===== config.mk =====
export PLATFORM = sky130hd
export DESIGN_NAME = bresenham_line_pixel_generator
export DESIGN_NICKNAME = d
export VERILOG_FILES = /design/src/design/blg_pkg.sv /design/src/design/bresenham_line_pixel_generator.sv /design/src/design/blg_step.sv
export SDC_FILE = /design/constraint.sdc
export NUM_CORES = 1
export LEC_CHECK = 0
export BUFFER_PORTS_ARGS = -buffer_cell sky130_fd_sc_hd__buf_2
export CORE_MARGIN = 1
export CORE_UTILIZATION = 35
export CTS_CLUSTER_DIAMETER = 150
export DETAILED_ROUTE_END_ITERATION = 6
export GPL_ROUTABILITY_DRIVEN = 1
export HOLD_SLACK_MARGIN = 0.03
export PLACE_DENSITY = 0.5
export SYNTH_ARGS = -nofsm -noshare
export SYNTH_HDL_FRONTEND = slang
export SYNTH_HIERARCHICAL = 1
export SYNTH_SLANG_ARGS = --single-unit

===== constraint.sdc =====
create_clock -name clk_i -period 6.4 [get_ports clk_i]
set_input_delay 1.28 -clock clk_i [delete_from_list [all_inputs] [get_ports clk_i]]
set_output_delay 1.28 -clock clk_i [all_outputs]
set_load 0.02 [all_outputs]

===== src/design/blg_pkg.sv =====
// Shared types and constants for the Bresenham line pixel generator.
// No dependencies; used by blg_step and bresenham_line_pixel_generator.
package blg_pkg;

  localparam int unsigned COLOR_BITS = 24;

  typedef enum logic {
    OP_LOAD = 1'b0,
    OP_STEP = 1'b1
  } op_e;

  typedef struct packed {
    logic x_step_neg;
    logic y_step_neg;
    logic x_major;
    logic line_active;
  } line_flags_t;

endpackage


===== src/design/bresenham_line_pixel_generator.sv =====
// Bresenham line rasterizer: one word in, at most one pixel word out. A word with
// tuser = 0 loads a line and returns its start pixel; tuser = 1 returns the next
// pixel, or nothing when no line is active. Throughput is one word per clock while
// the output is not stalled by m_axis_tready: a taken word sits in the input
// register until it can advance, and the combinational accumulator and coordinate
// update then feeds the output register. tlast marks the line's end point.
// Top level; depends on blg_pkg and blg_step.
module bresenham_line_pixel_generator #(
  parameter int unsigned COORD_BITS = 12
) (
  input  logic clk_i,
  input  logic rst_ni,
  input  logic s_axis_tvalid,
  output logic s_axis_tready,
  // start_x, start_y, end_x, end_y, pixel_color, zero pad
  input  logic [((4*COORD_BITS+blg_pkg::COLOR_BITS+7)/8)*8-1:0] s_axis_tdata,
  // op
  input  logic s_axis_tuser,
  output logic m_axis_tvalid,
  input  logic m_axis_tready,
  // pixel_x, pixel_y, out_color, zero pad
  output logic [((2*COORD_BITS+blg_pkg::COLOR_BITS+7)/8)*8-1:0] m_axis_tdata,
  // last_pixel
  output logic m_axis_tlast
);

  localparam int unsigned CB    = COORD_BITS;
  localparam int unsigned CLR   = blg_pkg::COLOR_BITS;
  localparam int unsigned OUT_W = ((2*CB+CLR+7)/8)*8;

  logic                  in_valid_q;
  blg_pkg::op_e          in_op_q;
  logic signed [CB-1:0]  in_sx_q, in_sy_q, in_ex_q, in_ey_q;
  logic [CLR-1:0]        in_color_q;
  logic                  adv;

  logic signed [CB-1:0]  cur_x_q, cur_y_q, cur_x_d, cur_y_d;
  logic [CB-1:0]         abs_dx_q, abs_dy_q, abs_dx_d, abs_dy_d;
  logic [CB:0]           error_acc_q, error_acc_d;
  logic [CB-1:0]         steps_left_q, steps_left_d;
  logic [CLR-1:0]        line_color_q, line_color_d;
  blg_pkg::line_flags_t  flags_q, flags_d;
  logic                  emit, last;

  logic                  out_valid_q;
  logic [CB-1:0]         pix_x_q, pix_y_q;
  logic [CLR-1:0]        pix_color_q;
  logic                  pix_last_q;

  assign adv           = in_valid_q && (!out_valid_q || m_axis_tready);
  assign s_axis_tready = !in_valid_q || adv;

  always_ff @(posedge clk_i or negedge rst_ni) begin
    if (!rst_ni) begin
      in_valid_q <= 1'b0;
    end else if (s_axis_tready) begin
      in_valid_q <= s_axis_tvalid;
    end
  end

  always_ff @(posedge clk_i) begin
    if (s_axis_tready && s_axis_tvalid) begin
      in_op_q    <= blg_pkg::op_e'(s_axis_tuser);
      in_sx_q    <= s_axis_tdata[CB-1:0];
      in_sy_q    <= s_axis_tdata[2*CB-1:CB];
      in_ex_q    <= s_axis_tdata[3*CB-1:2*CB];
      in_ey_q    <= s_axis_tdata[4*CB-1:3*CB];
      in_color_q <= s_axis_tdata[4*CB+CLR-1:4*CB];
    end
  end

  blg_step #(
    .COORD_BITS(CB)
  ) u_step (
    .op_i         (in_op_q),
    .start_x_i    (in_sx_q),
    .start_y_i    (in_sy_q),
    .end_x_i      (in_ex_q),
    .end_y_i      (in_ey_q),
    .pixel_color_i(in_color_q),
    .cur_x_i      (cur_x_q),
    .cur_y_i      (cur_y_q),
    .abs_dx_i     (abs_dx_q),
    .abs_dy_i     (abs_dy_q),
    .error_acc_i  (error_acc_q),
    .steps_left_i (steps_left_q),
    .line_color_i (line_color_q),
    .flags_i      (flags_q),
    .cur_x_o      (cur_x_d),
    .cur_y_o      (cur_y_d),
    .abs_dx_o     (abs_dx_d),
    .abs_dy_o     (abs_dy_d),
    .error_acc_o  (error_acc_d),
    .steps_left_o (steps_left_d),
    .line_color_o (line_color_d),
    .flags_o      (flags_d),
    .emit_o       (emit),
    .last_o       (last)
  );

  always_ff @(posedge clk_i or negedge rst_ni) begin
    if (!rst_ni) begin
      cur_x_q      <= '0;
      cur_y_q      <= '0;
      abs_dx_q     <= '0;
      abs_dy_q     <= '0;
      error_acc_q  <= '0;
      steps_left_q <= '0;
      line_color_q <= '0;
      flags_q      <= '0;
    end else if (adv) begin
      cur_x_q      <= cur_x_d;
      cur_y_q      <= cur_y_d;
      abs_dx_q     <= abs_dx_d;
      abs_dy_q     <= abs_dy_d;
      error_acc_q  <= error_acc_d;
      steps_left_q <= steps_left_d;
      line_color_q <= line_color_d;
      flags_q      <= flags_d;
    end
  end

  always_ff @(posedge clk_i or negedge rst_ni) begin
    if (!rst_ni) begin
      out_valid_q <= 1'b0;
    end else if (adv) begin
      out_valid_q <= emit;
    end else if (m_axis_tready) begin
      out_valid_q <= 1'b0;
    end
  end

  always_ff @(posedge clk_i) begin
    if (adv && emit) begin
      pix_x_q     <= cur_x_d;
      pix_y_q     <= cur_y_d;
      pix_color_q <= line_color_d;
      pix_last_q  <= last;
    end
  end

  assign m_axis_tvalid = out_valid_q;
  assign m_axis_tdata  = OUT_W'({pix_color_q, pix_y_q, pix_x_q});
  assign m_axis_tlast  = pix_last_q;

  a_active_has_steps: assert property (@(posedge clk_i) disable iff (!rst_ni)
    flags_q.line_active |-> steps_left_q != '0)
    else $error("active line with no steps left");

  a_err_below_major: assert property (@(posedge clk_i) disable iff (!rst_ni)
    flags_q.line_active |->
      error_acc_q < {1'b0, (flags_q.x_major ? abs_dx_q : abs_dy_q)})
    else $error("error accumulator not below major delta");

  a_last_ends_line: assert property (@(posedge clk_i) disable iff (!rst_ni)
    (adv && emit && last) |=> !flags_q.line_active)
    else $error("line still active after its last pixel");

  a_stall_holds_item: assert property (@(posedge clk_i) disable iff (!rst_ni)
    (in_valid_q && !adv) |=> in_valid_q)
    else $error("pending word dropped while output stalled");

endmodule


===== src/design/blg_step.sv =====
// Combinational line setup and Bresenham step update.
// Depends on blg_pkg for the op code and the line flag struct.
module blg_step #(
  parameter int unsigned COORD_BITS = 12
) (
  input  blg_pkg::op_e                    op_i,
  input  logic signed [COORD_BITS-1:0]    start_x_i,
  input  logic signed [COORD_BITS-1:0]    start_y_i,
  input  logic signed [COORD_BITS-1:0]    end_x_i,
  input  logic signed [COORD_BITS-1:0]    end_y_i,
  input  logic [blg_pkg::COLOR_BITS-1:0]  pixel_color_i,
  input  logic signed [COORD_BITS-1:0]    cur_x_i,
  input  logic signed [COORD_BITS-1:0]    cur_y_i,
  input  logic [COORD_BITS-1:0]           abs_dx_i,
  input  logic [COORD_BITS-1:0]           abs_dy_i,
  input  logic [COORD_BITS:0]             error_acc_i,
  input  logic [COORD_BITS-1:0]           steps_left_i,
  input  logic [blg_pkg::COLOR_BITS-1:0]  line_color_i,
  input  blg_pkg::line_flags_t            flags_i,
  output logic signed [COORD_BITS-1:0]    cur_x_o,
  output logic signed [COORD_BITS-1:0]    cur_y_o,
  output logic [COORD_BITS-1:0]           abs_dx_o,
  output logic [COORD_BITS-1:0]           abs_dy_o,
  output logic [COORD_BITS:0]             error_acc_o,
  output logic [COORD_BITS-1:0]           steps_left_o,
  output logic [blg_pkg::COLOR_BITS-1:0]  line_color_o,
  output blg_pkg::line_flags_t            flags_o,
  output logic                            emit_o,
  output logic                            last_o
);

  localparam logic [COORD_BITS-1:0] ONE = {{(COORD_BITS-1){1'b0}}, 1'b1};

  logic signed [COORD_BITS:0] ld_dx;
  logic signed [COORD_BITS:0] ld_dy;
  logic [COORD_BITS:0]        ld_adx_w;
  logic [COORD_BITS:0]        ld_ady_w;
  logic [COORD_BITS-1:0]      ld_adx;
  logic [COORD_BITS-1:0]      ld_ady;
  logic                       ld_xmaj;
  logic [COORD_BITS-1:0]      ld_major;
  logic [COORD_BITS-1:0]      st_major;
  logic [COORD_BITS-1:0]      st_minor;
  logic [COORD_BITS:0]        st_sum;
  logic                       st_mm;
  logic                       st_mx;
  logic                       st_my;
  logic [COORD_BITS-1:0]      st_steps;

  assign ld_dx    = $signed({end_x_i[COORD_BITS-1], end_x_i})
                  - $signed({start_x_i[COORD_BITS-1], start_x_i});
  assign ld_dy    = $signed({end_y_i[COORD_BITS-1], end_y_i})
                  - $signed({start_y_i[COORD_BITS-1], start_y_i});
  assign ld_adx_w = ld_dx[COORD_BITS] ? -ld_dx : ld_dx;
  assign ld_ady_w = ld_dy[COORD_BITS] ? -ld_dy : ld_dy;
  assign ld_adx   = ld_adx_w[COORD_BITS-1:0];
  assign ld_ady   = ld_ady_w[COORD_BITS-1:0];
  assign ld_xmaj  = ld_adx > ld_ady;
  assign ld_major = ld_xmaj ? ld_adx : ld_ady;

  assign st_major = flags_i.x_major ? abs_dx_i : abs_dy_i;
  assign st_minor = flags_i.x_major ? abs_dy_i : abs_dx_i;
  assign st_sum   = error_acc_i + {1'b0, st_minor};
  assign st_mm    = st_sum >= {1'b0, st_major};
  assign st_mx    = flags_i.x_major || st_mm;
  assign st_my    = !flags_i.x_major || st_mm;
  assign st_steps = steps_left_i - ONE;

  always_comb begin
    cur_x_o      = cur_x_i;
    cur_y_o      = cur_y_i;
    abs_dx_o     = abs_dx_i;
    abs_dy_o     = abs_dy_i;
    error_acc_o  = error_acc_i;
    steps_left_o = steps_left_i;
    line_color_o = line_color_i;
    flags_o      = flags_i;
    emit_o       = 1'b0;
    last_o       = 1'b0;
    unique case (op_i)
      blg_pkg::OP_LOAD: begin
        cur_x_o             = start_x_i;
        cur_y_o             = start_y_i;
        abs_dx_o            = ld_adx;
        abs_dy_o            = ld_ady;
        error_acc_o         = {2'b00, ld_major[COORD_BITS-1:1]};
        steps_left_o        = ld_major;
        line_color_o        = pixel_color_i;
        flags_o.x_step_neg  = ld_dx[COORD_BITS] || (ld_dx == '0);
        flags_o.y_step_neg  = ld_dy[COORD_BITS] || (ld_dy == '0);
        flags_o.x_major     = ld_xmaj;
        flags_o.line_active = ld_major != '0;
        emit_o              = 1'b1;
        last_o              = ld_major == '0;
      end
      blg_pkg::OP_STEP: begin
        if (flags_i.line_active) begin
          error_acc_o = st_mm ? (st_sum - {1'b0, st_major}) : st_sum;
          if (st_mx) begin
            cur_x_o = cur_x_i + (flags_i.x_step_neg ? '1 : ONE);
          end
          if (st_my) begin
            cur_y_o = cur_y_i + (flags_i.y_step_neg ? '1 : ONE);
          end
          steps_left_o        = st_steps;
          flags_o.line_active = st_steps != '0;
          emit_o              = 1'b1;
          last_o              = st_steps == '0;
        end
      end
      default: begin
        emit_o = 1'b0;
      end
    endcase
  end

endmodule


After elaboration in Yosys (flattened, before gate mapping)

Index checks and enable logic that the tools add are counted.

Flip-flop bits (word level): 225
Input bits: 77
Output and inout port bits: 51
Logic and storage cells: 84

Add/sub/neg operators: 9
Magnitude comparators: 2
Equal/unequal tests: 1
Muxes and demuxes: 27
Bitwise operators: 1
Reduce and logical (&&, ||, !) cells: 21

Operators by type and width:

| kind                                                                    | number |
|---|---|
| 12-bit 2-to-1 mux                                                       | 12 |
| 12-bit case mux with 2 select lines                                     | 3 |
| 13-bit zero test                                                        | 2 |
| 13-bit 2-to-1 mux                                                       | 2 |
| 13-bit case mux with 2 select lines                                     | 1 |
| 12-bit by 12-bit subtractor with 13-bit output                          | 2 |
| 12-bit adder                                                            | 2 |
| 12-bit zero test                                                        | 2 |
| 24-bit 2-to-1 mux                                                       | 1 |
| 12-bit negation                                                         | 2 |
| 12-bit nonzero test                                                     | 2 |
| 13-bit by 12-bit adder with 13-bit output                               | 1 |
| 13-bit by 12-bit greater-or-equal comparator with 1-bit output          | 1 |
| 13-bit by 12-bit subtractor with 13-bit output                          | 1 |
| 12-bit greater-than comparator                                          | 1 |
| 12-bit by 1-bit subtractor with 12-bit output, second input constant    | 1 |
| 1-bit logical OR                                                        | 6 |
| 1-bit case mux with 2 select lines                                      | 3 |
| 1-bit 2-to-1 mux                                                        | 5 |
| 2-bit AND reduction                                                     | 2 |
| 1-bit logical AND                                                       | 3 |
| 1-bit zero test                                                         | 3 |
| 2-bit by 1-bit inequality test with 1-bit output, second input constant | 1 |
| 2-bit nonzero test                                                      | 1 |
| 1-bit inverter                                                          | 1 |

Logic depth before layout (Yosys ltp)

Depth in word-level cells: 7
Gate-level depth with buffers: 25
Depth with buffers taken out: 24

By module

Netlist, hierarchy kept.

Modules (own cells, without submodules):

| module                         | times used | cells each | area each (µm²) | seq. area each (µm²) |
|---|---|---|---|---|
| bresenham_line_pixel_generator | 1          | 346        | 7981.4          | 6241.0 |
| blg_step                       | 1          | 919        | 6512.5          | 0.0 |

Least setup slack after synthesis

OpenSTA, ideal clock, no wires.

Path kind: reg-to-reg
Start point: reg flags_q[1] (netlist name)
End point: reg error_acc_q[4]
Setup time: 125 ps
Data arrival time: 5146 ps
Data required time: 6275 ps
Path slack: 1129 ps
Stages on the path, launching flop included: 23
Buffers on the path: 3
Clock period less this slack: 5271 ps
Cell sequence: dfrtp_1 > clkbuf_1 > buf_1 > mux2_2 > ha_1 > fa_1 > a21o_1 > a21oi_1 > o21ai_0 > a21oi_1 > xnor2_1 > ha_1 > or4_1 > o21ai_0 > a21o_1 > o211ai_1 > and2_1 > nor2_2 > buf_2 > nor3_1 > a211oi_1 > o22ai_1 > mux2_4

Cells in the longest elaborated chain, start to end: 6
Elaborated cells on any way between the ends: 8
Classes of those cells: add/sub (2); order compare (1); mux (5)

RTL lines:

| what                                                                                                                                    | RTL line                              | source |
|---|---|---|
| start: declaration                                                                                                                      | bresenham_line_pixel_generator.sv:42  | `blg_pkg::line_flags_t flags_q, flags_d;` |
| start signal: assignment                                                                                                                | bresenham_line_pixel_generator.sv:119 | `flags_q <= flags_d;` |
| 12-bit 2-to-1 mux                                                                                                                       | blg_step.sv:62                        | `assign st_minor = flags_i.x_major ? abs_dy_i : abs_dx_i;` |
| 13-bit by 12-bit adder with 13-bit output                                                                                               | blg_step.sv:63                        | `assign st_sum = error_acc_i + {1'b0, st_minor};` |
| 13-bit by 12-bit subtractor with 13-bit output / 13-bit by 12-bit greater-or-equal comparator with 1-bit output (equally long branches) | blg_step.sv:98, blg_step.sv:64        |  |
| 13-bit 2-to-1 mux *                                                                                                                     | blg_step.sv:98                        | `error_acc_o = st_mm ? (st_sum - {1'b0, st_major}) : st_sum;` |
| 13-bit 2-to-1 mux *                                                                                                                     | blg_step.sv:97                        | `if (flags_i.line_active) begin` |
| 13-bit case mux with 2 select lines *                                                                                                   | blg_step.sv:80                        | `unique case (op_i)` |
| named net error_acc_d[4]                                                                                                                | bresenham_line_pixel_generator.sv:39  | `logic [CB:0] error_acc_q, error_acc_d;` |
| end signal: assignment                                                                                                                  | bresenham_line_pixel_generator.sv:116 | `error_acc_q <= error_acc_d;` |
| end: declaration                                                                                                                        | bresenham_line_pixel_generator.sv:39  |  |

The timed path passes the listed nets; every way through them passes the cells marked *. The select of a mux whose other input is x is not followed.
A chain may end at the register's enable or synchronous reset.

==> impl_metrics.json <==
{
  "synth_area_leaders": "edfxtp_1 25%, dfrtp_1 18%, mux2_4 9.3%",
  "ys_seq_elements": 225,
  "synth-edff-count": 122,
  "dp_hpwl_um": 25800,
  "met3_length_um": 1190,
  "cts_sinks": 225,
  "post-route-period-util_pct": 91.9,
  "slew-limit-headroom_pct": 43.7,
  "num_vias": 10078,
  "arrival_ps": 6330,
  "nFillCells": 3956,
  "routed_wl_um": 36400,
  "die_w_um": 205,
  "synth_ff_type": "edfxtp_1",
  "cts_root_buf": "clkbuf_16",
  "num_rows": 74,
  "grt_pass1_vias": 10147,
  "wl_met2_um": 17300,
  "drt-vias-per-instance": 5.18,
  "grt_pass1_wl_um": 57400,
  "synth_most_common_cell": "edfxtp_1",
  "multi_input_area_um2": 7680,
  "detail_route.wl_per_cell_um": 18.7,
  "drive_gt1_share_pct": 26.1,
  "dieArea_um2": 42200,
  "synth_common_cells": "122 x edfxtp_1, 103 x dfrtp_1, 90 x mux2_4, 84 x ha_1, 76 x nand2_1",
  "postCtsHoldBufs": 0,
  "h-tree-depth": 1,
  "gp_congestion": 0.825,
  "antenna_found_initial": 0,
  "async_flop_share_pct": 45.8,
  "num_antenna_cells": 0,
  "clk_pin_slew_ps": 60,
  "fmax_ghz": 0.170,
  "startpoint_type": "flop",
  "setup_viol": 0,
  "seq_area_frac_synth_pct": 43.1,
  "yosysUniqueCellTypes": 81,
  "hold_path_class": "reg2reg",
  "syn_nets": 1432,
  "cts_made_buffers": 26,
  "finalCriticalPeriod_ps": 5880,
  "post-cts-setup-buffers": 0,
  "crit_type": "reg2reg",
  "worst_slew_pin_slew_ps": 845,
  "status": "finished clean",
  "first_pass_iters": 5,
  "grt_usage_pct": 17.4,
  "start_util_pct": 35.5,
  "io-pin-count": 128,
  "hold_viol": 0,
  "yosysWarningCount": 6,
  "tritoncts": "done",
  "clock_latency_ps": 560,
  "antenna_left": 0,
  "finClkSkew_ps": 19.2,
  "cts_max_path_buffers": 3,
  "area_growth_pct": 13.6,
  "fin_nets": 1559,
  "cts_resized": 0,
  "syn_area_um2": 14500,
  "drc": 0,
  "avgSynthCellArea_um2": 11.5,
  "die_y_um": 205,
  "worst_ep_required_time_ps": 6850,
  "syn_inst": 1265,
  "synth_top_area_share_pct": 25.3,
  "drt_iter0_markers": 528,
  "yosys.area.top_type": "edfxtp_1",
  "critPathMaxFanout": 11,
  "rsz0062_at_grt": "false",
  "portBuffers": 127,
  "seqCellArea_um2": 6240,
  "top_layer": "met4",
  "drv_slew": 0,
  "maxCapViolCount": 0,
  "m1WireLength_um": 17400,
  "tns_ps": 0,
  "coreArea_um2": 40800,
  "grt_start_max_net_pins": 148,
  "globalRouteOverflowTotal": 0,
  "end_kind": "flop"
}
worst paths after layout:
check	cells past startpoint	from	slack (ps)	end
setup / recovery	21	in_ey_q[0]$_DFFE_PP_	520	flags_q[0]$_DFFE_PN0P_
hold / removal	1	line_color_q[23]$_DFFE_PN0P_	500	line_color_q[23]$_DFFE_PN0P_
setup reg to reg	21	in_ey_q[0]$_DFFE_PP_	520	flags_q[0]$_DFFE_PN0P_
hold reg to reg	1	line_color_q[23]$_DFFE_PN0P_	500	line_color_q[23]$_DFFE_PN0P_
max in group asynchronous	2	rst_ni	4330	cur_y_q[5]$_DFFE_PN0P_
min in group asynchronous	1	rst_ni	790	line_color_q[21]$_DFFE_PN0P_
state kept, by name, summed over array words and instances, names as in the netlist, 13 cells and up:
register / count
error_acc_q: 13
in_color_q: 24
line_color_q: 24
pix_color_q: 24
layout by cell type (no fill, tap or decap), types with 51 or more instances in the layout:
cell type / count
buf_2: 126
edfxtp_1: 122
dfrtp_1: 103
mux2_4: 90
ha_1: 84
nand2_1: 76
nor2_1: 69
inv_1: 68
mux2_2: 63
a21oi_1: 59
xnor2_1: 55
o21ai_0: 51
through the flow:
| step | util (%) | worst slack, ps | hold slack (ps) | cell area, um2 | cells |
|---|---|---|---|---|---|
| floorplan | - | 1130 | 474 | 14500 | 1265 |
| global placement | 38.3 | 687 | 484 | 15600 | 1896 |
| detailed placement | 38.3 | 508 | 489 | 15600 | 1896 |
| CTS | 40.3 | 516 | 505 | 16500 | 1944 |
| global route | 40.3 | 4.79 | 521 | 16500 | 1944 |
| finish | 40.3 | 516 | 503 | 16500 | 1944 |
critical path, stage by stage (launching register included):
cell and delay, ps:
edfxtp_1 360, inv_1 60, ha_1 150, inv_1 50, fa_1 400, a211o_1 360
a211o_1 310, and3b_1 200, nor2_1 430, o21ai_0 320, xnor2_1 400, ha_1 330
and3_1 150, nand4_1 110, a21oi_1 60, a211oi_1 640, nor2_1 180, buf_4 240
a221oi_2 400, nand4_1 200, and2_1 180, mux2_2 250
layer usage:
metal  vias to the layer above  global-route usage (%)
li1                       4951                       -
met1                      4951                    24.3
met2                       144                    28.5
met3                        32                    2.30
met4                         0                    4.07
met5                         -                       0
area by class of cell:
type	instances	area share (%)
Clock buffer	35	4.28
Clock inverter	13	0.798
Inverter	69	1.57
Multi-Input combinational cell	926	46.7
Sequential cell	225	37.9
Tap cell	532	4.04
Timing Repair Buffer	144	4.73
kinds of logic (layout without fill, tap and decap cells):
| kind of cell | Yosys count | after routing | share of synthesized area, % |
|---|---|---|---|
| AO/OA/AOI/OAI | 280 | 280 | 13.5 |
| XOR/XNOR | 88 | 88 | 5.37 |
| adder cells (fa/ha/maj) | 90 | 90 | 8.08 |
| buffers and inverters | 114 | 261 | 4.17 |
| flip-flops | 225 | 225 | 43.1 |
| multiplexers | 179 | 179 | 16.0 |
| AND/OR/NAND/NOR | 289 | 289 | 9.79 |
Power is left out: the tool's default activity adds up to more than one toggle a clock period on the data nets, which glitch-free logic cannot reach.
